--- src/rtl/core/lpi_pkg.sv ---
// Shared constants for the two-line intersection block.
// No dependencies.
`timescale 1ns / 1ps

package lpi_pkg;

    // Width of the fixed-point output coordinates.
    localparam int OUT_WIDTH = 48;

    localparam logic signed [OUT_WIDTH-1:0] OUT_MAX = {1'b0, {(OUT_WIDTH-1){1'b1}}};
    localparam logic signed [OUT_WIDTH-1:0] OUT_MIN = {1'b1, {(OUT_WIDTH-1){1'b0}}};

endpackage

--- src/rtl/core/lpi_coef.sv ---
// Two-stage line coefficient unit: a, b in stage one, c = -x*a - y*b in stage two.
// Depends on lpi_pkg.
`timescale 1ns / 1ps

module lpi_coef
    import lpi_pkg::*;
#(
    parameter int CW = 16
)
(
    input  logic                     clk,
    input  logic                     rst_n,
    input  logic                     in_valid,
    output logic                     in_ready,
    input  logic signed [CW-1:0]     p0x,
    input  logic signed [CW-1:0]     p0y,
    input  logic signed [CW-1:0]     p1x,
    input  logic signed [CW-1:0]     p1y,
    input  logic signed [CW-1:0]     q0x,
    input  logic signed [CW-1:0]     q0y,
    input  logic signed [CW-1:0]     q1x,
    input  logic signed [CW-1:0]     q1y,
    output logic                     out_valid,
    input  logic                     out_ready,
    output logic signed [CW:0]       a1,
    output logic signed [CW:0]       b1,
    output logic signed [2*CW+1:0]   c1,
    output logic signed [CW:0]       a2,
    output logic signed [CW:0]       b2,
    output logic signed [2*CW+1:0]   c2
);

    localparam int AW  = CW + 1;
    localparam int CCW = 2 * CW + 2;

    typedef struct packed {
        logic signed [AW-1:0] a;
        logic signed [AW-1:0] b;
    } ab_t;

    // Horizontal and vertical lines get unit coefficients.
    function automatic ab_t line_ab(input logic signed [CW-1:0] px,
                                    input logic signed [CW-1:0] py,
                                    input logic signed [CW-1:0] qx,
                                    input logic signed [CW-1:0] qy);
        ab_t r;
        if (py == qy)
        begin
            r.a = '0;
            if (qx > px)
                r.b = AW'(1);
            else if (qx == px)
                r.b = '0;
            else
                r.b = {AW{1'b1}};
        end
        else if (qx == px)
        begin
            r.b = '0;
            r.a = (qy > py) ? {AW{1'b1}} : AW'(1);
        end
        else
        begin
            r.a = $signed({py[CW-1], py}) - $signed({qy[CW-1], qy});
            r.b = $signed({qx[CW-1], qx}) - $signed({px[CW-1], px});
        end
        return r;
    endfunction

    logic              v1_reg, v2_reg;
    logic              rdy1, rdy2;
    ab_t               l1_reg, l2_reg;
    logic signed [CW-1:0] x1_reg, y1_reg, x2_reg, y2_reg;
    logic signed [AW-1:0] a1_reg, b1_reg, a2_reg, b2_reg;
    logic signed [CCW-1:0] c1_reg, c2_reg;
    logic signed [CCW-1:0] pa1, pb1, pa2, pb2;

    assign rdy2     = !v2_reg || out_ready;
    assign rdy1     = !v1_reg || rdy2;
    assign in_ready = rdy1;

    always_ff @(posedge clk or negedge rst_n)
    begin
        if (!rst_n)
        begin
            v1_reg <= 1'b0;
            v2_reg <= 1'b0;
        end
        else
        begin
            if (rdy1)
                v1_reg <= in_valid;
            if (rdy2)
                v2_reg <= v1_reg;
        end
    end

    assign pa1 = x1_reg * l1_reg.a;
    assign pb1 = y1_reg * l1_reg.b;
    assign pa2 = x2_reg * l2_reg.a;
    assign pb2 = y2_reg * l2_reg.b;

    always_ff @(posedge clk)
    begin
        if (rdy1)
        begin
            l1_reg <= line_ab(p0x, p0y, p1x, p1y);
            l2_reg <= line_ab(q0x, q0y, q1x, q1y);
            x1_reg <= p0x;
            y1_reg <= p0y;
            x2_reg <= q0x;
            y2_reg <= q0y;
        end
        if (rdy2)
        begin
            a1_reg <= l1_reg.a;
            b1_reg <= l1_reg.b;
            a2_reg <= l2_reg.a;
            b2_reg <= l2_reg.b;
            c1_reg <= -pa1 - pb1;
            c2_reg <= -pa2 - pb2;
        end
    end

    assign out_valid = v2_reg;
    assign a1 = a1_reg;
    assign b1 = b1_reg;
    assign c1 = c1_reg;
    assign a2 = a2_reg;
    assign b2 = b2_reg;
    assign c2 = c2_reg;

endmodule

--- config.mk ---
export PLATFORM = sky130hd
export DESIGN_NAME = lpi_coef
export DESIGN_NICKNAME = d
export VERILOG_FILES = /design/src/rtl/core/lpi_pkg.sv /design/src/rtl/core/lpi_coef.sv
export SDC_FILE = /design/constraint.sdc
export NUM_CORES = 2
export LEC_CHECK = 0
export BUFFER_PORTS_ARGS = -buffer_cell sky130_fd_sc_hd__buf_4
export CAP_MARGIN = 40
export CORE_MARGIN = 2
export CORE_UTILIZATION = 53
export CTS_CLUSTER_SIZE = 8
export DETAILED_ROUTE_END_ITERATION = 16
export PLACE_DENSITY = 0.85
export SLEW_MARGIN = 30
export SYNTH_ARGS = -nofsm -noshare
export SYNTH_HDL_FRONTEND = slang
export SYNTH_SLANG_ARGS = --single-unit
--- constraint.sdc ---
create_clock -name clk -period 7.8 [get_ports clk]
set_input_delay 0.78 -clock clk [delete_from_list [all_inputs] [get_ports clk]]
set_output_delay 0.78 -clock clk [all_outputs]
set_load 0.01 [all_outputs]
==> results.sh <==
export IMPL_outcome="finished, final reports clean"
export IMPL_crit_type="reg -> reg"
export IMPL_first_pass_iters=5
export IMPL_vias=38400
export IMPL_period_needed_ns=7.65
export IMPL_wl_per_cell_um=20.6
export IMPL_multiInputGateArea_um2=40000
export IMPL_drive_gt1_share_pct=11.1
export IMPL_register_area_um2=8100
export IMPL_clock_latency_ns=0.65
export IMPL_slew_violations=0
export IMPL_routabilityCongestion=0.981
export IMPL_synth_edf_count=268
export IMPL_post_place_ws_ns=0.00900
export IMPL_mappedNetlistNets=7061
export IMPL_cp_max_fo=12
export IMPL_grt_usage_pct=28.9
export IMPL_synth_xor_area_share_pct=2.40
export IMPL_final_common_cell="inv_1"
export IMPL_io_pins=270
export IMPL_nFillCells=7860
export IMPL_hpwlAfterDp_mm=121
export IMPL_ant_nets=0
export IMPL_initial_core_util_pct=53.2
export IMPL_max_cap_violations=0
export IMPL_synthArstFlopShare_pct=0.741
export IMPL_cts_path_max_buffers=3
export IMPL_die_x_um=323
export IMPL_crit_path_start_kind="register"
export IMPL_cts_buffers=41
export IMPL_synth_avg_cell_area_um2=10.2
export IMPL_synth_flop_cell="edfxtp_1"
export IMPL_synth_simple_area_share_pct=12.4
export IMPL_fp_dieH_um=323
export IMPL_muxShareOfSynthArea_pct=0.0185
export IMPL_min_path_type="in -> reg"
export IMPL_h_tree_depth=2
export IMPL_num_nets_final=7492
export IMPL_cp_data_required_time_ns=8.18
export IMPL_grt_pass1_wl_mm=229
export IMPL_rows=117
export IMPL_synth_cell_types=72
export IMPL_die_area_um2=104000
export IMPL_timing_final_crit_share_pct=98.1
export IMPL_max_freq_mhz=131
export IMPL_synth_top_family_by_area="adder cells"
export IMPL_clock_sinks=270
export IMPL_synth_area_um2=54000
export IMPL_wl_mm=146
export IMPL_grt_remaining_overflow=0
export IMPL_synthAdderAreaFrac_pct=54.9
export IMPL_grt_pass1_vias=42200
export IMPL_cp_end_kind="register"
export IMPL_ys_ff_latch=270
export IMPL_timing_hold_ws_ns=0.323
export IMPL_ys_seq_area_share_pct=15.0
export IMPL_synth_cells=5303
export IMPL_path_clk_slew_ns=0.06
export IMPL_routed_via_density=5.40
export IMPL_tightest_slew_ns=1.00
export IMPL_synth_compound_area_share_pct=4.11
export IMPL_area_delta_synth_final_pct=12.8
export IMPL_cts_tree="yes"
export IMPL_post_route_util_pct=60.0
export IMPL_drc_errors=0
export IMPL_core_um2=101000
export IMPL_cts_root_buf="clkbuf_16"
export IMPL_setup_ws_ns=0.147
export IMPL_drtIter0Drc=3320
export IMPL_hold_viol=0
export IMPL_mostFrequentLayoutCells="1450 x inv_1, 1239 x fa_1, 558 x nand2_1"
export IMPL_grt_max_degree=135
export IMPL_rsz0062_at_grt="true"
export IMPL_arrival_ns=8.03
export IMPL_yosysWarnings=0
export IMPL_slew_headroom_pct=33.1
export IMPL_port_buffers=269
export IMPL_antenna_found_initial=10
export IMPL_final_setup_viol_count=0
export IMPL_fin_worst_skew_ns=0.0471
[per-layer routing]
metal	vias up	wire, um	global-route usage, %
met1	19600	56800	38.0
li1	16500	-	-
met3	486	13600	6.29
met2	1836	66800	45.2
met5	-	118	0
met4	16	9100	15.6
[synth_stat cells, drive strengths merged (3+ instances only)]
| master | number | area share [%] |
|---|---|---|
| nor4 | 3 | 0.035 |
| a21o | 44 | 0.61 |
| nor2b | 66 | 0.78 |
| a21boi | 4 | 0.063 |
| o21bai | 15 | 0.21 |
| a221oi | 5 | 0.10 |
| o22ai | 3 | 0.035 |
| and2 | 520 | 6.0 |
| a221o | 3 | 0.056 |
| o21ai | 106 | 1.0 |
| fa | 1240 | 46 |
| o21ba | 3 | 0.056 |
| a31oi | 13 | 0.15 |
| nor2 | 61 | 0.42 |
| o311ai | 3 | 0.063 |
| o21a | 13 | 0.18 |
| and4 | 3 | 0.049 |
| a21oi | 79 | 0.74 |
| and3 | 8 | 0.093 |
| nand4 | 17 | 0.20 |
| o31ai | 7 | 0.11 |
| o31a | 3 | 0.049 |
| ha | 386 | 8.9 |
| a211o | 3 | 0.049 |
| xnor2 | 110 | 1.8 |
| nand2b | 31 | 0.36 |
| nand3 | 18 | 0.17 |
| or3 | 7 | 0.081 |
| nor3 | 14 | 0.14 |
| xor2 | 38 | 0.62 |
| inv | 1450 | 10 |
| o211ai | 6 | 0.10 |
| nand2 | 561 | 3.9 |
| clkbuf | 148 | 1.0 |
| a211oi | 13 | 0.18 |
| o41ai | 3 | 0.077 |
| edfxtp | 268 | 15 |
[metrics by stage]
stage          cells  setup TNS [ns]  area, um^2
3_3_place_gp    6974               0       58600
4_1_cts         7045               0       59900
2_1_floorplan   5303               0       54000
5_1_grt         7118          -0.140       60800
6_report        7124               0       60900
3_5_place_dp    6977               0       58700
[layout make-up]
class / count / share of cell area, %
timing repair buffer: 538 / 7.25
tap: 1368 / 2.81
clock buffer: 51 / 1.75
inverter: 1450 / 8.94
multi-input combinational: 3433 / 65.7
clock inverter: 8 / 0.191
antenna: 6 / 0.0247
sequential: 270 / 13.3
[timing repair]
item	in CTS	in global routing
hold endpoints to repair	2	0
gates resized for setup	1	32
pin swaps	0	6
hold buffers	1	0
setup endpoints to repair	2	23
setup buffers	8	70
[worst max-delay path: stages, from the launching register on]
cell and delay [ns]:
edfxtp_1 0.86, and2_1 0.27, fa_1 0.45, fa_1 0.50
fa_1 0.49, inv_1 0.05, fa_1 0.48, fa_1 0.58
fa_1 0.43, fa_1 0.49, inv_1 0.05, fa_1 0.48
inv_1 0.05, ha_1 0.37, o21ai_1 0.26, a211oi_1 0.13
and2_1 0.16, or3b_4 0.44, a21bo_1 0.23, a221o_1 0.37
a21oi_2 0.17, xnor2_1 0.09
[logic make-up after synthesis]
| family | count (synthesis) |
|---|---|
| AOI/OAI and AO/OA | 340 |
| xor gates and xnor gates | 148 |
| adders and majority gates | 1626 |
| buffers and inverters | 1600 |
| DFF | 270 |
| muxes | 1 |
| and+or+nand+nor | 1318 |
[path summary, 6_finish.rpt]
kind                                  end  startpoint  slack, ns  cells after the start
worst max-delay path               c1[33]   y1_reg[1]       0.15                     21
worst max register to register     c1[33]   y1_reg[1]       0.15                     21
worst min-delay path            x2_reg[0]      q0x[0]       0.32                      1
max in group asynchronous       out_valid       rst_n       7.25                      2
min in group asynchronous          v1_reg       rst_n       0.47                      2
worst min register to register  out_valid      v1_reg       0.47                      1
Power is left out: the tool's default activity adds up to more than one toggle a clock period on the data nets, which glitch-free logic cannot reach.
